## config.mk

```make
export PLATFORM = sky130hd
export DESIGN_NAME = tm_divider
export DESIGN_NICKNAME = d
export VERILOG_FILES = /design/src/hw/rtl/tm_pkg.sv /design/src/hw/rtl/tm_divider.sv
export SDC_FILE = /design/constraint.sdc
export NUM_CORES = 2
export LEC_CHECK = 0
export ABC_AREA = 1
export BUFFER_PORTS_ARGS = -buffer_cell sky130_fd_sc_hd__buf_2
export CAP_MARGIN = 20
export CORE_MARGIN = 2
export CORE_UTILIZATION = 30
export DETAILED_ROUTE_END_ITERATION = 12
export HOLD_SLACK_MARGIN = 0.06
export PLACE_DENSITY = 0.55
export SYNTH_ARGS = -nofsm -noshare
export SYNTH_HDL_FRONTEND = slang
export SYNTH_SLANG_ARGS = --single-unit
```

## constraint.sdc

```tcl
create_clock -name clock -period 2.84 [get_ports clock]
set_input_delay 0.568 -clock clock [delete_from_list [all_inputs] [get_ports clock]]
set_output_delay 0.568 -clock clock [all_outputs]
set_load 0.005 [all_outputs]
```

## src/hw/rtl/tm_pkg.sv

```systemverilog
`timescale 1ns / 1ps

package tm_pkg;

   localparam int StickW     = 8;
   localparam int GainW      = 10;
   localparam int CutW       = 7;
   localparam int PulseW     = 12;
   localparam int CsrIndexW  = 3;
   localparam int CsrDataW   = 12;

   localparam int Lanes      = 4;
   localparam int Motors     = Lanes + 1;
   localparam int VertLane   = Lanes;

   localparam int MagW       = 8;
   localparam int SqW        = 16;
   localparam int TermW      = 26;
   localparam int NW         = 27;
   localparam int RemW       = 26;
   localparam int SumW       = 9;
   localparam int QuotBits   = 9;
   localparam int PctShift   = 8;
   localparam int PctW       = 8;
   localparam int PctMagW    = 7;
   localparam int PctLimit   = 100;
   localparam int PctScale   = 1 << PctShift;

   localparam int ProdW      = 22;
   localparam int DivPreSh   = 3;
   localparam int DivInW     = 17;
   localparam int RecipW     = 18;
   localparam int Recip      = 167773;
   localparam int RecipShift = 22;
   localparam int RecipProdW = DivInW + RecipW;
   localparam int PulseSumW  = PulseW + 2;
   localparam int PulseTop   = (1 << PulseW) - 1;
   localparam int PulseLat   = 3;

   localparam logic [GainW-1:0]  GainReset    = GainW'(256);
   localparam logic [CutW-1:0]   CutReset     = '0;
   localparam logic [PulseW-1:0] PulseMinRst  = PulseW'(1000);
   localparam logic [PulseW-1:0] PulseMaxRst  = PulseW'(2000);
   localparam logic [PulseW-1:0] PulseNeuRst  = PulseW'(1500);

   // negative sign per horizontal lane: front left, front right, back left, back right
   localparam logic [Lanes-1:0] NegForward  = 4'b1010;
   localparam logic [Lanes-1:0] NegSideways = 4'b0011;
   localparam logic [Lanes-1:0] NegRotation = 4'b1001;

   typedef enum logic [CsrIndexW-1:0] {
      RegGainForward  = 3'd0,
      RegGainSideways = 3'd1,
      RegGainRotation = 3'd2,
      RegZeroCutoff   = 3'd3,
      RegPulseMin     = 3'd4,
      RegPulseMax     = 3'd5,
      RegPulseNeutral = 3'd6,
      RegSuspend      = 3'd7
   } reg_index_type;

   typedef struct packed {
      logic signed [StickW-1:0] vert;
      logic [Lanes-1:0]         neg;
      logic [Lanes-1:0]         nz;
      logic                     szero;
   } tag_type;

endpackage

```

## src/hw/rtl/tm_divider.sv

```systemverilog
`timescale 1ns / 1ps

module tm_divider (
   input  logic                                      clock,
   input  logic                                      reset,
   input  logic                                      in_valid,
   input  logic [tm_pkg::Lanes-1:0][tm_pkg::RemW-1:0] in_rem,
   input  logic [tm_pkg::SumW-1:0]                   in_sum,
   input  tm_pkg::tag_type                           in_tag,
   output logic                                      out_valid,
   output logic [tm_pkg::Lanes-1:0][tm_pkg::QuotBits-1:0] out_quot,
   output tm_pkg::tag_type                           out_tag
);

   localparam int Steps = tm_pkg::QuotBits;
   localparam int Lanes = tm_pkg::Lanes;
   localparam int RemW  = tm_pkg::RemW;
   localparam int SumW  = tm_pkg::SumW;

   logic [Steps-1:0]                     valid_ff;
   logic [Lanes-1:0][RemW-1:0]           rem_ff  [Steps];
   logic [Lanes-1:0][Steps-1:0]          quot_ff [Steps];
   logic [SumW-1:0]                      sum_ff  [Steps];
   tm_pkg::tag_type                      tag_ff  [Steps];

   for (genvar j = 0; j < Steps; j++) begin : g_step
      localparam int Sh = tm_pkg::PctShift + Steps - 1 - j;
      logic                        valid_src;
      logic [Lanes-1:0][RemW-1:0]  rem_src;
      logic [Lanes-1:0][Steps-1:0] quot_src;
      logic [SumW-1:0]             sum_src;
      tm_pkg::tag_type             tag_src;
      logic [RemW-1:0]             dvs;

      if (j == 0) begin : g_first
         assign valid_src = in_valid;
         assign rem_src   = in_rem;
         assign quot_src  = '0;
         assign sum_src   = in_sum;
         assign tag_src   = in_tag;
      end else begin : g_next
         assign valid_src = valid_ff[j-1];
         assign rem_src   = rem_ff[j-1];
         assign quot_src  = quot_ff[j-1];
         assign sum_src   = sum_ff[j-1];
         assign tag_src   = tag_ff[j-1];
      end

      assign dvs = {{(RemW-SumW){1'b0}}, sum_src} << Sh;

      always_ff @(posedge clock) begin
         if (reset) begin
            valid_ff[j] <= 1'b0;
         end else begin
            valid_ff[j] <= valid_src;
         end
      end

      always_ff @(posedge clock) begin
         sum_ff[j] <= sum_src;
         tag_ff[j] <= tag_src;
      end

      for (genvar l = 0; l < Lanes; l++) begin : g_lane
         logic [RemW:0] diff;
         assign diff = {1'b0, rem_src[l]} - {1'b0, dvs};
         always_ff @(posedge clock) begin
            rem_ff[j][l]  <= diff[RemW] ? rem_src[l] : diff[RemW-1:0];
            quot_ff[j][l] <= {quot_src[l][Steps-2:0], ~diff[RemW]};
         end
      end
   end

   assign out_valid = valid_ff[Steps-1];
   assign out_quot  = quot_ff[Steps-1];
   assign out_tag   = tag_ff[Steps-1];

endmodule

```

# Word level (Yosys, flattened, before mapping)
# Memory sizes are Yosys's and may differ from the RTL's.
# Index checks and enable logic that the tools add are counted.
[totals] ff_bits=9 mem_bits_rw=1494 in_bits=133 n_memories=4 output_inout_bits=54 elab_cells=121
[mem_list] memory="rem_ff" depth=9 word_bits=104 read_ports=8 rd_clocked_by_memory_dff=0 write_ports=9 line_no="tm_divider.sv:21" text="logic [Lanes-1:0][RemW-1:0] rem_ff [Steps];"
[mem_list] memory="quot_ff" depth=9 word_bits=36 read_ports=9 rd_clocked_by_memory_dff=0 write_ports=9 line_no="tm_divider.sv:22" text="logic [Lanes-1:0][Steps-1:0] quot_ff [Steps];"
[mem_list] memory="tag_ff" depth=9 word_bits=17 read_ports=9 rd_clocked_by_memory_dff=0 write_ports=9 line_no="tm_divider.sv:24" text="tm_pkg::tag_type tag_ff [Steps];"
[mem_list] memory="sum_ff" depth=9 word_bits=9 read_ports=8 rd_clocked_by_memory_dff=0 write_ports=9 line_no="tm_divider.sv:23" text="logic [SumW-1:0] sum_ff [Steps];"
[classes] n_addsub=36 mux=36 n_bitwise=36
[ops] cell="26-bit 2-to-1 mux" count=36
[ops] cell="26-bit by 17-bit subtractor with 27-bit output" count=4
[ops] cell="26-bit by 18-bit subtractor with 27-bit output" count=4
[ops] cell="26-bit by 19-bit subtractor with 27-bit output" count=4
[ops] cell="26-bit by 20-bit subtractor with 27-bit output" count=4
[ops] cell="26-bit by 21-bit subtractor with 27-bit output" count=4
[ops] cell="26-bit by 22-bit subtractor with 27-bit output" count=4
[ops] cell="26-bit by 23-bit subtractor with 27-bit output" count=4
[ops] cell="26-bit by 24-bit subtractor with 27-bit output" count=4
[ops] cell="26-bit by 25-bit subtractor with 27-bit output" count=4
[ops] cell="1-bit NOT" count=36

# Longest topological paths before layout
# An unclocked memory read counts as a cell.
[depth] depth_word=3 depth_mapped=14 depth_no_buf=13

# Worst setup path before layout
# No wires, ideal clock.
[synth_path] path_type="input to register" startpoint="in in_rem[16] in the netlist's numbering" endpoint="mem rem_ff[0][20] in the netlist's numbering" cell_stages=14 n_path_buf=1 t_required_ns=2.722 arrival_ns=1.985 setup_ns=0.118 path_slack_ns=0.736 path_cell_list="inv_1 -> ha_1 -> fa_1 -> inv_1 -> nand3_1 -> nand2_1 -> nand2_1 -> nand2_1 -> nand2_1 -> nand2_2 -> inv_2 -> buf_6 -> nand2_1 -> o21ai_1"
[synth_lines] element="from (decl)" line_no="tm_divider.sv:7" text="input logic [tm_pkg::Lanes-1:0][tm_pkg::RemW-1:0] in_rem,"
[synth_lines] element="to (decl)" line_no="tm_divider.sv:21"

==> metrics <==
outcome=completed; count leader, synth=nand2_1; clock tree sinks=990; first-pass GRT wire length=176 mm; Pint=35,400 uW; clock buffer depth=3; Post-DP Area=47,600 um^2; register bit total from synthesis=990; Logic pwr share=0.383; # fillers=15.4k; final setup fails=0; Hold Path Class=input port to flop; Area growth, synth to finish=17.4%; worst slack at placement=0.266 ns; Core Area=148,000 um^2; initial antenna violation count=3; gpl congestion=0.900; Clock Power Share=0.265; Mapped Area=44,600 um^2; max-slew violations=0; Vias/cell=4.39; DRC viols=0; Avg Inst Size Synth=7.57 um^2; sequential fraction of the synthesis area=0.444; fmax=417 MHz; # IOs=187; Reg power frac=0.352; Worst VDD drop=550 uV; post-route setup slack=0.439 ns; crit path kind=flop to flop; # Post-CTS Setup Buffers=0; Tmin final=2.40 ns; P_leak=0.0259 uW; Port Buffers=154; worst-path fanout max=9; Tot GR Track Use=0.142; most used cell, CP=nand3_1; drt wl/cell=13.3 um; final worst path period share=0.845; Hold Vio Cnt, Final=0; delay-heaviest family, CP=simple AND/OR/NAND/NOR gates; CP cell instances=ha_1 > fa_1 > inv_1 > nand3_1 > nand3_1 > nand3_1 > nand3_1 > inv_2 > a21oi_1; routed via count=36.2k; pin count of the biggest net entering global routing=22; top cells by area, synth=dfxtp_1 44%, nand2_1 16%, ha_1 9.0%, inv_1 6.6%, nand3_1 4.3%; RSZ-0062 raised after global routing=false; Worst path slowest cell=fa_1; vias in the first global route=34.3k; DP HPWL=86.7 mm; NetSw=22,500 uW; CTS tree=done; Initial Utilization=0.302; CTS Root Buffer Type=clkbuf_16; CP bufs+invs=2; die width=390 um; share of post-route cells with drive strength above 1=0.0775; # H-tree levels=3; synth cell count leaders=1,863 x nand2_1, 990 x dfxtp_1, 790 x inv_1; Setup crit start kind=flop; Core Rows=141; biggest area consumer among synthesized cells=dfxtp_1; DR iter-0 viols=1,902; Syn Nets=6,381; fin area=52,400 um^2; slowest stage delay, CP=0.41 ns; Main synth FF type=dfxtp_1; Unique masters post-synth=44; Die H=390 um; clock latency on the worst-skew pair=0.74 ns; P per Cell Area=1100 nW/um^2; Max-Cap Viols=0; # diodes=0; Critical Path Sink Type=flop; clock-pin slew on the worst setup and hold paths=0.06 ns; asr flop ratio synth=0; area of the die=152,000 um^2; nets=6,703; Syn Inst Count=5,896; Post-synth EDFFs=0; worst path required time=3.48 ns; share of the synthesized area in the top cell type=0.444; Hold Slack=0.125 ns; final WL=109 mm; Switching Fraction=0.388; First-pass DRT Iterations=5; Final ANT Viol Nets=0; GRT overflow=0; cts bufs inserted=110; relative slew slack=0.625; final setup skew=0.0349 ns; Worst Tran Pin Value=0.556 ns; Sum Neg Setup Slack=0 ns; total number of yosys warnings=0; critical path arrival=3.04 ns
-- placed cells by master (no fill, tap or decap), drive strengths merged, types with 8 or more instances in the layout --
master,n
nand2,1891
dfxtp,990
inv,820
nor2,491
nand3,393
ha,320
a21oi,301
o21ai,245
buf,178
clkbuf,137
xor2,81
dlygate4sd3,75
nand4,72
xnor2,60
nand3b,43
nor3,38
fa,32
or2,27
clkinv,27
bufinv,17
and2,16
clkinvlp,12
o21bai,11
and3,8
-- cell type report --
cell class / count / area [um^2] / area share
clock buffer: 137 / 3030 / 0.0579
clock inverter: 67 / 1020 / 0.0195
inverter: 809 / 3040 / 0.0580
multi-input combinational: 4054 / 21400 / 0.408
sequential: 990 / 19800 / 0.378
tap: 1930 / 2410 / 0.0461
timing repair buffer: 253 / 1700 / 0.0325
-- layer usage --
layer | track usage | routed length (um)
met5 | 0 | 0
met4 | 0.0524 | 3910
met3 | 0.0227 | 4290
met2 | 0.243 | 50600
met1 | 0.181 | 50300
-- metrics by stage --
stage | power, uW | std cells | util
2_1_floorplan | 37000 | 5896 | -
3_3_place_gp | 42400 | 7961 | 0.322
5_1_grt | 63000 | 8240 | 0.355
4_1_cts | 58500 | 8240 | 0.355
6_report | 57900 | 8240 | 0.355
3_5_place_dp | 42700 | 7961 | 0.322
-- power groups by stage --
stage | Combinational (uW) | Clock (uW) | Sequential (uW)
after floorplan | 17400 | 0 | 19600
after global placement | 21700 | 0 | 20700
after detailed placement | 22000 | 0 | 20700
after CTS | 22200 | 15900 | 20400
after global routing | 25700 | 16500 | 20800
final | 22200 | 15400 | 20400
-- cells by family (layout without fill, tap and decap cells) --
logic type,after synthesis,count (layout),synth area share
compound gates,573,573,0.0680
xor+xnor,141,141,0.0277
fa+ha+maj,352,352,0.104
buf+inv,852,1266,0.0770
flops,990,990,0.444
simple gates,2988,2988,0.279
-- worst register-to-register path, stage by stage (launching register included) --
cell and delay [ns]:
dfxtp_1 0.40, ha_1 0.28, fa_1 0.41, inv_1 0.09, nand3_1 0.07, nand3_1 0.18
nand3_1 0.10, nand3_1 0.35, inv_2 0.20, a21oi_1 0.23
-- path summary, 6_finish.rpt --
kind / startpoint / end / slack [ns] / cells past startpoint
setup reg to reg: sum_ff[0][9]$_DFF_P_ / rem_ff[2][103]$_DFF_P_ / 0.44 / 9
setup / recovery: sum_ff[0][9]$_DFF_P_ / rem_ff[2][103]$_DFF_P_ / 0.44 / 9
hold / removal: in_rem[102] / rem_ff[0][102]$_DFF_P_ / 0.13 / 3
hold reg to reg: rem_ff[0][34]$_DFF_P_ / rem_ff[1][34]$_DFF_P_ / 0.31 / 0
-- registers in the layout, indices dropped and copies added, names as in the netlist --
register / flops
rem_ff: 576
tag_ff: 153
quot_ff: 180
sum_ff: 72
out_valid: 1
g_step.valid_src: 8
-- what timing repair did --
| item | 4_1_cts | 5_1_grt |
|---|---|---|
| endpoints found under the hold margin | 81 | 0 |
| hold buffers | 75 | 0 |
| resized for setup | 0 | 0 |
(Power assumes the default switching activity.)
