[src/hw/rtl/tm_pkg.sv]
`timescale 1ns / 1ps

package tm_pkg;

   localparam int StickW     = 8;
   localparam int GainW      = 10;
   localparam int CutW       = 7;
   localparam int PulseW     = 12;
   localparam int CsrIndexW  = 3;
   localparam int CsrDataW   = 12;

   localparam int Lanes      = 4;
   localparam int Motors     = Lanes + 1;
   localparam int VertLane   = Lanes;

   localparam int MagW       = 8;
   localparam int SqW        = 16;
   localparam int TermW      = 26;
   localparam int NW         = 27;
   localparam int RemW       = 26;
   localparam int SumW       = 9;
   localparam int QuotBits   = 9;
   localparam int PctShift   = 8;
   localparam int PctW       = 8;
   localparam int PctMagW    = 7;
   localparam int PctLimit   = 100;
   localparam int PctScale   = 1 << PctShift;

   localparam int ProdW      = 22;
   localparam int DivPreSh   = 3;
   localparam int DivInW     = 17;
   localparam int RecipW     = 18;
   localparam int Recip      = 167773;
   localparam int RecipShift = 22;
   localparam int RecipProdW = DivInW + RecipW;
   localparam int PulseSumW  = PulseW + 2;
   localparam int PulseTop   = (1 << PulseW) - 1;
   localparam int PulseLat   = 3;

   localparam logic [GainW-1:0]  GainReset    = GainW'(256);
   localparam logic [CutW-1:0]   CutReset     = '0;
   localparam logic [PulseW-1:0] PulseMinRst  = PulseW'(1000);
   localparam logic [PulseW-1:0] PulseMaxRst  = PulseW'(2000);
   localparam logic [PulseW-1:0] PulseNeuRst  = PulseW'(1500);

   // negative sign per horizontal lane: front left, front right, back left, back right
   localparam logic [Lanes-1:0] NegForward  = 4'b1010;
   localparam logic [Lanes-1:0] NegSideways = 4'b0011;
   localparam logic [Lanes-1:0] NegRotation = 4'b1001;

   typedef enum logic [CsrIndexW-1:0] {
      RegGainForward  = 3'd0,
      RegGainSideways = 3'd1,
      RegGainRotation = 3'd2,
      RegZeroCutoff   = 3'd3,
      RegPulseMin     = 3'd4,
      RegPulseMax     = 3'd5,
      RegPulseNeutral = 3'd6,
      RegSuspend      = 3'd7
   } reg_index_type;

   typedef struct packed {
      logic signed [StickW-1:0] vert;
      logic [Lanes-1:0]         neg;
      logic [Lanes-1:0]         nz;
      logic                     szero;
   } tag_type;

endpackage

[src/hw/rtl/tm_pulse.sv]
`timescale 1ns / 1ps

module tm_pulse (
   input  logic                             clock,
   input  logic signed [tm_pkg::PctW-1:0]   pct,
   input  logic [tm_pkg::PulseW-1:0]        pulse_min,
   input  logic [tm_pkg::PulseW-1:0]        pulse_max,
   input  logic [tm_pkg::PulseW-1:0]        pulse_neutral,
   input  logic                             suspend,
   output logic [tm_pkg::PulseW-1:0]        pulse
);

   localparam int ProdW  = tm_pkg::ProdW;
   localparam int PulseW = tm_pkg::PulseW;
   localparam int SumW   = tm_pkg::PulseSumW;

   logic signed [ProdW-1:0]            pct_ext;
   logic signed [ProdW-1:0]            off;
   logic signed [ProdW-1:0]            span;
   logic signed [ProdW-1:0]            prod_in;
   logic signed [ProdW-1:0]            prod_ff;
   logic [ProdW-1:0]                   mag;
   logic [tm_pkg::DivInW-1:0]          x;
   logic [tm_pkg::RecipProdW-1:0]      y_in;
   logic [tm_pkg::RecipProdW-1:0]      y_ff;
   logic                               neg_ff;
   logic [PulseW-1:0]                  q;
   logic signed [SumW-1:0]             r;
   logic signed [SumW-1:0]             p;
   logic [PulseW-1:0]                  pulse_in;
   logic [PulseW-1:0]                  pulse_ff;

   assign pct_ext = {{(ProdW-tm_pkg::PctW){pct[tm_pkg::PctW-1]}}, pct};
   assign off     = pct_ext + ProdW'(tm_pkg::PctLimit);
   assign span    = $signed({{(ProdW-PulseW){1'b0}}, pulse_max})
                  - $signed({{(ProdW-PulseW){1'b0}}, pulse_min});
   assign prod_in = off * span;

   assign mag  = prod_ff[ProdW-1] ? ProdW'(-prod_ff) : prod_ff;
   assign x    = mag[tm_pkg::DivPreSh +: tm_pkg::DivInW];
   assign y_in = {{tm_pkg::RecipW{1'b0}}, x}
               * {{tm_pkg::DivInW{1'b0}}, tm_pkg::RecipW'(tm_pkg::Recip)};

   assign q = y_ff[tm_pkg::RecipShift +: PulseW];
   assign r = neg_ff ? -$signed({2'b00, q}) : $signed({2'b00, q});
   assign p = r + $signed({2'b00, pulse_min});

   always_comb begin
      if (suspend) begin
         pulse_in = pulse_neutral;
      end else if (p < 0) begin
         pulse_in = '0;
      end else if (p > SumW'(tm_pkg::PulseTop)) begin
         pulse_in = PulseW'(tm_pkg::PulseTop);
      end else begin
         pulse_in = p[PulseW-1:0];
      end
   end

   always_ff @(posedge clock) begin
      prod_ff  <= prod_in;
      y_ff     <= y_in;
      neg_ff   <= prod_ff[ProdW-1];
      pulse_ff <= pulse_in;
   end

   assign pulse = pulse_ff;

endmodule

[config.mk]
export PLATFORM = sky130hd
export DESIGN_NAME = tm_pulse
export DESIGN_NICKNAME = d
export VERILOG_FILES = /design/src/hw/rtl/tm_pkg.sv /design/src/hw/rtl/tm_pulse.sv
export SDC_FILE = /design/constraint.sdc
export NUM_CORES = 1
export LEC_CHECK = 0
export BUFFER_PORTS_ARGS = -buffer_cell sky130_fd_sc_hd__buf_4
export CORE_ASPECT_RATIO = 0.6
export CORE_UTILIZATION = 56
export DETAILED_ROUTE_END_ITERATION = 12
export GPL_ROUTABILITY_DRIVEN = 0
export PLACE_DENSITY = 0.74
export SYNTH_ARGS = -nofsm -noshare
export SYNTH_HDL_FRONTEND = slang
export SYNTH_SLANG_ARGS = --single-unit
[constraint.sdc]
create_clock -name clock -period 9.7 [get_ports clock]
set_input_delay 1.455 -clock clock [delete_from_list [all_inputs] [get_ports clock]]
set_output_delay 1.455 -clock clock [all_outputs]
set_load 0.02 [all_outputs]
## Word-level counts from Yosys, hierarchy flattened

Index checks and enable logic that the tools add are counted.

- Output and inout bits: 12
- Input port bits: 46
- Register bits: 69
- Word-level logic and storage cells: 18

- Magnitude comparators: 2
- $add $sub $neg: 5
- Multipliers: 2
- Mux-type cells: 5

Operators by type and width:

| cell | count |
|---|---|
| $mux 12 | 3 |
| $mul 17x18->34 const B | 1 |
| $mul 9x13->22 | 1 |
| $mux 20 | 1 |
| $neg 20->20 | 1 |
| $add 14x13->14 | 1 |
| $gt 14x13->1 const B | 1 |
| $lt 14x1->1 const B | 1 |
| $mux 14 | 1 |
| $neg 12->14 | 1 |
| $sub 12x12->13 | 1 |
| $add 8x8->9 const B | 1 |

## Longest topological paths before layout

Gate-level depths: netlist (run 1).

- Depth in word-level cells: 7
- Depth in mapped cells: 31
- Depth with buffers taken out: 30

## Worst setup path after synthesis (run 1)

Ideal clock, no wire load.

- Kind: reg2reg
- From: register prod_ff[4]
- To: register y_ff[33] (netlist name)
- Data required time: 9.580 ns
- Cell stages (with the launch flop): 25
- Arrival: 7.562 ns
- Library setup time: 0.120 ns
- Path slack: 2.018 ns
- Path buffers: 0
- Path through: dfxtp_1 -> or3_2 -> or3_1 -> or4_1 -> o31ai_1 -> xnor2_1 -> fa_1 -> fa_1 -> fa_1 -> fa_1 -> fa_1 -> inv_1 -> fa_1 -> inv_1 -> ha_1 -> nand4_1 -> nor2_1 -> nand2_1 -> a2111oi_0 -> a21oi_2 -> a211oi_2 -> a311o_2 -> o21ba_4 -> o21ai_1 -> a211o_1

- Cells in the longest elaborated chain, start to end: 3

Ends and longest elaborated chain:

| item | line | RTL |
|---|---|---|
| start: declaration | tm_pulse.sv:21 | `logic signed [ProdW-1:0] prod_ff;` |
| start signal: assignment | tm_pulse.sv:61 | `prod_ff <= prod_in;` |
| $neg 20->20 | tm_pulse.sv:39 | `assign mag = prod_ff[ProdW-1] ? ProdW'(-prod_ff) : prod_ff;` |
| $mux 20 * | tm_pulse.sv:39 |  |
| $mul 17x18->34 * | tm_pulse.sv:42 | `* {{tm_pkg::DivInW{1'b0}}, tm_pkg::RecipW'(tm_pkg::Recip)};` |
| named net y_in (one bit) | tm_pulse.sv:24 | `logic [tm_pkg::RecipProdW-1:0] y_in;` |
| end signal: assignment | tm_pulse.sv:62 | `y_ff <= y_in;` |
| end: declaration | tm_pulse.sv:25 | `logic [tm_pkg::RecipProdW-1:0] y_ff;` |

The timed path passes the listed nets; every way through them passes the cells marked *.

## Worst setup path in the final report (run 1)

- From: register prod_ff[2]
- To: register y_ff[33] (netlist name)

- Cells in the longest elaborated chain, start to end: 3

Ends and longest elaborated chain:

| item | line |
|---|---|
| $neg 20->20 | tm_pulse.sv:39 |
| $mux 20 | tm_pulse.sv:39 |
| $mul 17x18->34 | tm_pulse.sv:42 |
| named net y_in (one bit) | tm_pulse.sv:24 |

The timed path passes the listed nets, and every way through them passes these cells.

==> results.json, run 1 <==
{
  "status": "finished clean",
  "numCtsBuffers": 5,
  "ctsHoldBuffers": 0,
  "post-route-period-util_pct": 86.02,
  "ant_nets": 0,
  "critPathMaxFanout": 6,
  "syn_to_final_growth_pct": 7.573,
  "slew_violations": 0,
  "drc_errors": 0,
  "worst_pin_slew_ns": 1.031,
  "die_y_um": 116.1,
  "grt_pass1_wl_mm": 46.37,
  "worst-setup-path-type": "reg2reg",
  "avgSynthCellArea_um2": 9.061,
  "via_per_inst": 5.322,
  "yosys.cell_types.count": 55,
  "setup_violations": 0,
  "netlist.area_leader.share_pct": 34.08,
  "synthCells": 1342,
  "hold_class": "reg2reg",
  "root_buffer": "clkbuf_16",
  "clk_path_buf_depth": 2,
  "drive_gt1_share_pct": 6.084,
  "num-nets-final": 1857,
  "rows": 41,
  "yosys_warnings": 0,
  "final_cell_mix": "inv_1 (337), ha_1 (208), fa_1 (207)",
  "crit_required_ns": 9.89,
  "cts_resized": 0,
  "final_common_cell": "inv_1",
  "arrival_ns": 8.53,
  "vias": 8919,
  "antenna_found_initial": 0,
  "ys_seq_elements": 46,
  "synth_edf_count": 0,
  "netlist_area_mm2": 0.01216,
  "grt_setup_unrepaired": "no",
  "initial_core_util_pct": 57.54,
  "cts_setup_buffers": 0,
  "ys_seq_area_share_pct": 7.573,
  "startpoint_type": "flop",
  "routedWlPerCell_um": 16.54,
  "maxSlewHeadroom_pct": 30.75,
  "syn-num-nets": 1803,
  "grt_max_degree": 28,
  "cts_tree": "built",
  "first_pass_iters": 5,
  "hold_viol_final": 0,
  "core_area_mm2": 0.02114,
  "grt_pass1_vias": 9081,
  "async_reset_ff_share_pct": 0,
  "clk_latency_ns": 0.30,
  "n_antenna_cell": 0,
  "drt_iter0_markers": 482,
  "maxCapViolations": 0,
  "synth_ff_type": "dfxtp_1",
  "htreeDepth": 2,
  "routed_wl_mm": 27.72,
  "die_x_um": 192.2,
  "overflow": 0,
  "yosysTopAreaCell": "fa_1",
  "worst_clock_skew_ns": 0.006600,
  "endpoint_kind": "flop",
  "cts.clk_slew.worst_paths_ns": 0.07,
  "hpwl_mm": 24.27,
  "io_pins": 58,
  "period_minus_slack_ns": 8.344,
  "fmax_mhz": 119.8,
  "io_buffer_count": 57,
  "grt_use_total_pct": 27.13,
  "synth.area.top_cells": "fa_1 (34%), ha_1 (21%), inv_1 (10%)",
  "setup_tns_ns": 0,
  "cts_sinks": 46,
  "dieArea_mm2": 0.02233
}
-- area by class of cell --
type | instances | area, um2
inverters | 338 | 1269
repair buffers | 62 | 465.4
clock inverters | 1 | 30.03
fillers | 1772 | 8054
well taps | 279 | 349.1
multi-input cells | 943 | 9915
flip-flops and latches | 46 | 920.9
clock buffers | 7 | 132.6
-- cell families after synthesis --
| kind of cell | count (synthesis) | synth area share [%] |
|---|---|---|
| fa+ha+maj | 415 | 55.48 |
| buf+inv | 353 | 10.90 |
| simple gates | 282 | 11.42 |
| compound gates | 156 | 8.139 |
| xor+xnor | 89 | 6.410 |
| flops | 46 | 7.573 |
| mux | 1 | 0.08232 |
-- sequential cells by signal, summed over array words and instances, names as in the netlist --
register and cells:
y_ff 12, neg_ff 1, pulse 12, prod_ff 21
-- cells in the mapped netlist, types with 6 or more instances --
cell type and number:
ha_1 208, nor2_1 63, o21ai_0 48, dfxtp_1 46, nand2_1 90, nor2b_1 18
a21o_1 14, fa_1 207, clkbuf_1 15, xor2_1 21, nand3_1 10, and2_1 32
nand2b_1 26, a21oi_1 40, o31ai_1 7, xnor2_1 68, nor3_1 9, nand4_1 6
inv_1 337
-- critical path: stages, from the launching register on --
cell and delay (ns):
dfxtp_1 0.32, or3_1 0.42, or3_1 0.44, or4_1 0.48
o21ai_0 0.23, xnor2_1 0.48, fa_1 0.61, fa_1 0.56
fa_1 0.44, fa_1 0.51, fa_1 0.54, inv_1 0.05
fa_1 0.52, inv_1 0.04, ha_1 0.28, nand4_1 0.13
nor2_1 0.25, nand2_1 0.10, a2111oi_0 0.50, a21oi_2 0.23
a211oi_2 0.33, a311o_2 0.28, o21ba_4 0.18, o21ai_1 0.07
a211o_1 0.22
-- metrics by stage --
stage                     cells  setup WS (ns)  instance area, um2  util, %  hold slack [ns]
after floorplan            1342          2.018               12160        -           0.3290
after global placement     1668          1.439               12920    61.12           0.6948
after detailed placement   1668          1.248               12920    61.12           0.7409
after CTS                  1676          1.379               13080    61.89           0.7461
after global routing       1676         0.7900               13080    61.89           0.7776
final                      1676          1.356               13080    61.89           0.7620
-- layer usage --
metal	part of all wire (%)	routed length, um	up-vias	track usage (%)
li1	-	-	4275	-
met1	49	13660	4336	41.46
met2	40	10960	291	38.30
met3	11	2923	17	8.924
met4	0.62	172	0	2.467
met5	0	0	-	0
-- final timing paths --
path	startpoint	end	slack, ns	cells after the start
worst max-delay path	prod_ff[2]	y_ff[33]	1.36	24
worst min-delay path	y_ff[22]	pulse[0]	0.76	3
worst max register to register	prod_ff[2]	y_ff[33]	1.36	24
worst min register to register	y_ff[22]	pulse[0]	0.76	3
Power of run 1 is left out: the tool's default activity adds up to more than one toggle a clock period on the data nets, which glitch-free logic cannot reach.
==> run 2, diff against run 1 <==
--- a/config.mk
+++ b/config.mk
@@ -7,10 +7,10 @@
 export LEC_CHECK = 0
 export BUFFER_PORTS_ARGS = -buffer_cell sky130_fd_sc_hd__buf_4
 export CORE_ASPECT_RATIO = 0.6
-export CORE_UTILIZATION = 56
+export CORE_UTILIZATION = 65
 export DETAILED_ROUTE_END_ITERATION = 12
 export GPL_ROUTABILITY_DRIVEN = 0
-export PLACE_DENSITY = 0.74
+export PLACE_DENSITY = 0.83
 export SYNTH_ARGS = -nofsm -noshare
 export SYNTH_HDL_FRONTEND = slang
 export SYNTH_SLANG_ARGS = --single-unit
==> run 2 against run 1 <==
Net effect:
- sequential share of layout area hardly changed
- cell area is 0.60% lower
- largest cell class unchanged
- final cell count is 2.4% lower
- critical path type unchanged
- fmax is 6.6% lower
- die area is 14% lower
- routed wire length is 0.51% higher
- first-iteration DRC count is 33% higher
==> results.json, run 2 (synthesis gave the netlist of run 1 again) <==
{
  "status": "finished clean",
  "n_antenna_cell": 0,
  "grt_setup_unrepaired": "no",
  "routedWlPerCell_um": 17.04,
  "slowest_delay_ns": 0.71,
  "fin_cells": 1635,
  "numCtsBuffers": 5,
  "maxCapViolations": 0,
  "drive_gt1_share_pct": 6.022,
  "htreeDepth": 2,
  "clk_latency_ns": 0.30,
  "io_pins": 58,
  "cp_common_cell": "fa_1",
  "final_cell_mix": "inv_1 (337), ha_1 (208), fa_1 (207)",
  "drt_iter0_markers": 643,
  "critPathMaxFanout": 6,
  "routed_wl_mm": 27.86,
  "fin_util_pct": 71.40,
  "io_buffer_count": 57,
  "worst-setup-path-type": "reg2reg",
  "via_per_inst": 5.516,
  "cts.clk_slew.worst_paths_ns": 0.06,
  "num-nets-final": 1855,
  "overflow": 0,
  "grt_use_total_pct": 31.67,
  "hold_class": "reg2reg",
  "hpwl_mm": 24.21,
  "endpoint_kind": "flop",
  "dp.cells": 1627,
  "post-route-period-util_pct": 92.11,
  "root_buffer": "clkbuf_16",
  "ctsHoldBuffers": 0,
  "crit_required_ns": 9.89,
  "grt_pass1_vias": 9553,
  "arrival_ns": 9.13,
  "cts_tree": "built",
  "worst_clock_skew_ns": 0.006092,
  "dieArea_mm2": 0.01928,
  "maxSlewHeadroom_pct": 27.75,
  "grt_max_degree": 28,
  "ant_nets": 0,
  "cts_resized": 0,
  "antenna_found_initial": 0,
  "core_area_mm2": 0.01821,
  "clk_path_buf_depth": 2,
  "fmax_mhz": 111.9,
  "vias": 9018,
  "die_x_um": 178.6,
  "worstPathCellList": "or3_2 > or3_1 > or4_1 > o21ai_0 > xnor2_1 > fa_1 > fa_1 > fa_1 > fa_1 > fa_1 > inv_1 > fa_1 > inv_1 > ha_1 > nand4_1 > nor2_1 > nand2_1 > a2111oi_0 > a21oi_2 > a211oi_2 > a311o_2 > o21ba_4 > o21ai_1 > a211o_1",
  "top_register": "prod_ff",
  "worst_pin_slew_ns": 1.076,
  "period_minus_slack_ns": 8.935,
  "startpoint_type": "flop",
  "cp_slowest_cell": "a2111oi_0",
  "drc_errors": 0,
  "syn_to_final_growth_pct": 6.925,
  "pre_cts_ws_ns": 0.9480,
  "cts_setup_buffers": 0,
  "rows": 38,
  "hold_viol_final": 0,
  "setup_violations": 0,
  "initial_core_util_pct": 66.78,
  "slew_violations": 0,
  "setup_tns_ns": 0,
  "largest_register_ff_count": 21,
  "worst_slack_ns": 0.7653,
  "first_pass_iters": 5,
  "cts_sinks": 46,
  "grt_pass1_wl_mm": 46.39,
  "final_common_cell": "inv_1",
  "die_y_um": 108.0
}
run 2: cell types whose count changed in the layout (fill, tap and decap cells not counted):
cell / change
bufinv_16: -1
buf_4: -2
clkbuf_1: -1
clkbuf_8: +1
clkinv_2: +1
run 2: routing by layer:
metal  up-vias  track usage, %  part of all wire, %
met5         -           2.083                 0.18
met4         2           3.511                 0.62
met3        19           14.38                   13
met2       373           45.85                   41
met1      4354           44.56                   45
li1       4270               -                    -
run 2: final timing paths:
kind,startpoint,endpoint,slack [ns],cells past startpoint
setup / recovery,prod_ff[5],y_ff[33],0.77,24
hold / removal,y_ff[22],pulse[0],0.72,3
hold reg to reg,y_ff[22],pulse[0],0.72,3
setup reg to reg,prod_ff[5],y_ff[33],0.77,24
run 2: worst max-delay path: cells and delay by family, from the launching register on:
family / cells / cell delay (ns)
buffers and inverters: 2 / 0.10
DFF: 1 / 0.35
and+or+nand+nor: 6 / 1.84
AOI/OAI and AO/OA: 8 / 2.46
xor gates and xnor gates: 1 / 0.50
adders and majority gates: 7 / 3.56
run 2: cell type report:
cell class	instances	area [um2]
Timing Repair Buffer	60	450.4
Multi-Input combinational cell	943	9915
Sequential cell	46	920.9
Clock buffer	7	142.6
Clock inverter	1	5.005
Inverter	338	1269
Tap cell	240	300.3
Fill cell	1329	5207
run 2: through the flow:
stage               hold slack, ns  area [um2]
floorplan                   0.3290       12160
global placement            0.6948       12850
detailed placement          0.7062       12850
CTS                         0.7145       13000
global route                0.7958       13000
finish                      0.7175       13000
Power of run 2 is left out for the same reason.
==> run 3, diff against run 2 <==
--- a/config.mk
+++ b/config.mk
@@ -6,7 +6,7 @@
 export NUM_CORES = 1
 export LEC_CHECK = 0
 export BUFFER_PORTS_ARGS = -buffer_cell sky130_fd_sc_hd__buf_4
-export CORE_ASPECT_RATIO = 0.6
+export CORE_ASPECT_RATIO = 0.75
 export CORE_UTILIZATION = 65
 export DETAILED_ROUTE_END_ITERATION = 12
 export GPL_ROUTABILITY_DRIVEN = 0
==> run 3 against run 2 <==
Net effect:
- setup slack better by 0.55 ns
- fmax up 6.5%
- die area about the same
- cell area up 0.19%
- final cell count up 0.18%
- worst hold slack better by 0.060 ns
- highest routed layer is now met4
- critical path type unchanged
- register-to-register slack better by 0.55 ns
==> results.json, run 3 (synthesis gave the netlist of run 1 again) <==
{
  "grt_pass1_wl_mm": 45.36,
  "status": "finished clean",
  "cp_common_cell": "fa_1",
  "num-nets-final": 1856,
  "core_area_mm2": 0.01797,
  "cts_tree": "built",
  "io_pins": 58,
  "die_y_um": 120.5,
  "final_common_cell": "inv_1",
  "slowest_delay_ns": 0.60,
  "routed_wl_mm": 26.38,
  "rows": 42,
  "drc_errors": 0,
  "hold_viol_final": 0,
  "syn_to_final_growth_pct": 7.130,
  "drive_gt1_share_pct": 6.017,
  "hpwl_mm": 23.06,
  "numCtsBuffers": 5,
  "cts_sinks": 46,
  "critPathMaxFanout": 6,
  "die_x_um": 159.9,
  "vias": 8970,
  "worst-setup-path-type": "reg2reg",
  "initial_core_util_pct": 67.66,
  "first_pass_iters": 5,
  "worst_clock_skew_ns": 0.008331,
  "final_cell_mix": "inv_1 (337), ha_1 (208), fa_1 (207)",
  "crit_required_ns": 9.87,
  "fillers": 1302,
  "grt_use_total_pct": 29.86,
  "clk_latency_ns": 0.29,
  "startpoint_type": "flop",
  "n_antenna_cell": 0,
  "htreeDepth": 2,
  "largest_register_ff_count": 21,
  "setup_tns_ns": 0,
  "clk_path_buf_depth": 2,
  "post-route-period-util_pct": 86.48,
  "ctsHoldBuffers": 0,
  "cts_setup_buffers": 0,
  "overflow": 0,
  "cp_slowest_cell": "fa_1",
  "slew_violations": 0,
  "dieArea_mm2": 0.01927,
  "worstPathCellList": "or3_2 > or3_1 > or4_1 > o21ai_0 > xnor2_1 > fa_1 > fa_1 > fa_1 > fa_1 > fa_1 > inv_1 > fa_1 > inv_1 > ha_1 > nand4_1 > nor2_1 > nand2_1 > a2111oi_0 > a21oi_2 > a211oi_2 > a311o_2 > o21ba_4 > o21ai_1 > a211o_1",
  "ant_nets": 0,
  "grt_setup_unrepaired": "no",
  "maxSlewHeadroom_pct": 27.96,
  "cts_resized": 0,
  "seq_area_um2": 920.9,
  "endpoint_kind": "flop",
  "routedWlPerCell_um": 16.11,
  "arrival_ns": 8.56,
  "period_minus_slack_ns": 8.388,
  "hold_class": "reg2reg",
  "cts.clk_slew.worst_paths_ns": 0.07,
  "via_per_inst": 5.476,
  "io_buffer_count": 57,
  "antenna_found_initial": 0,
  "root_buffer": "clkbuf_16",
  "top_register": "prod_ff",
  "maxCapViolations": 0,
  "grt_max_degree": 28,
  "multiInputGateArea_mm2": 0.009915,
  "drt_iter0_markers": 534,
  "fmax_mhz": 119.2,
  "setup_violations": 0,
  "grt_pass1_vias": 9601,
  "worst_pin_slew_ns": 1.073
}
-- run 3: path summary, 6_finish.rpt --
kind	slack, ns	from	depth (start not counted)	end
min reg2reg	0.78	y_ff[22]	3	pulse[0]
min	0.78	y_ff[22]	3	pulse[0]
max reg2reg	1.31	prod_ff[5]	24	y_ff[33]
max	1.31	prod_ff[5]	24	y_ff[33]
-- run 3: layer usage --
metal  routed length (um)  global-route usage, %  share of wire [%]  vias up
met5                    0                      0                  0        -
met2                12130                  49.02                 46      269
met4                  248                  3.810               0.94        0
met3                 2399                  8.473                9.1       30
met1                11600                  40.50                 44     4392
li1                     -                      -                  -     4279
-- run 3: through the flow --
step	hold WS [ns]	worst slack (ns)	instances	area [um2]	utilization, %
6_report	0.7774	1.312	1638	13030	72.49
4_1_cts	0.7690	1.345	1638	13030	72.49
5_1_grt	0.8492	0.7282	1638	13030	72.49
2_1_floorplan	0.3290	2.018	1342	12160	-
3_5_place_dp	0.7550	1.160	1630	12860	71.58
3_3_place_gp	0.7834	1.372	1630	12860	71.58
-- run 3: critical path, delay by kind of cell, from the launching register on --
family,cells,cell delay [ns]
xor+xnor,1,0.44
compound gates,8,2.08
flops,1,0.35
buf+inv,2,0.11
fa+ha+maj,7,3.51
simple gates,6,1.81
-- run 3: cell type report --
cell class	instances	area share (%)
clock inverter	1	0.2305
multi-input combinational	943	76.10
timing repair buffer	61	3.515
sequential	46	7.069
tap	242	2.324
inverter	338	9.739
clock buffer	7	1.018
Power of run 3 is left out for the same reason.
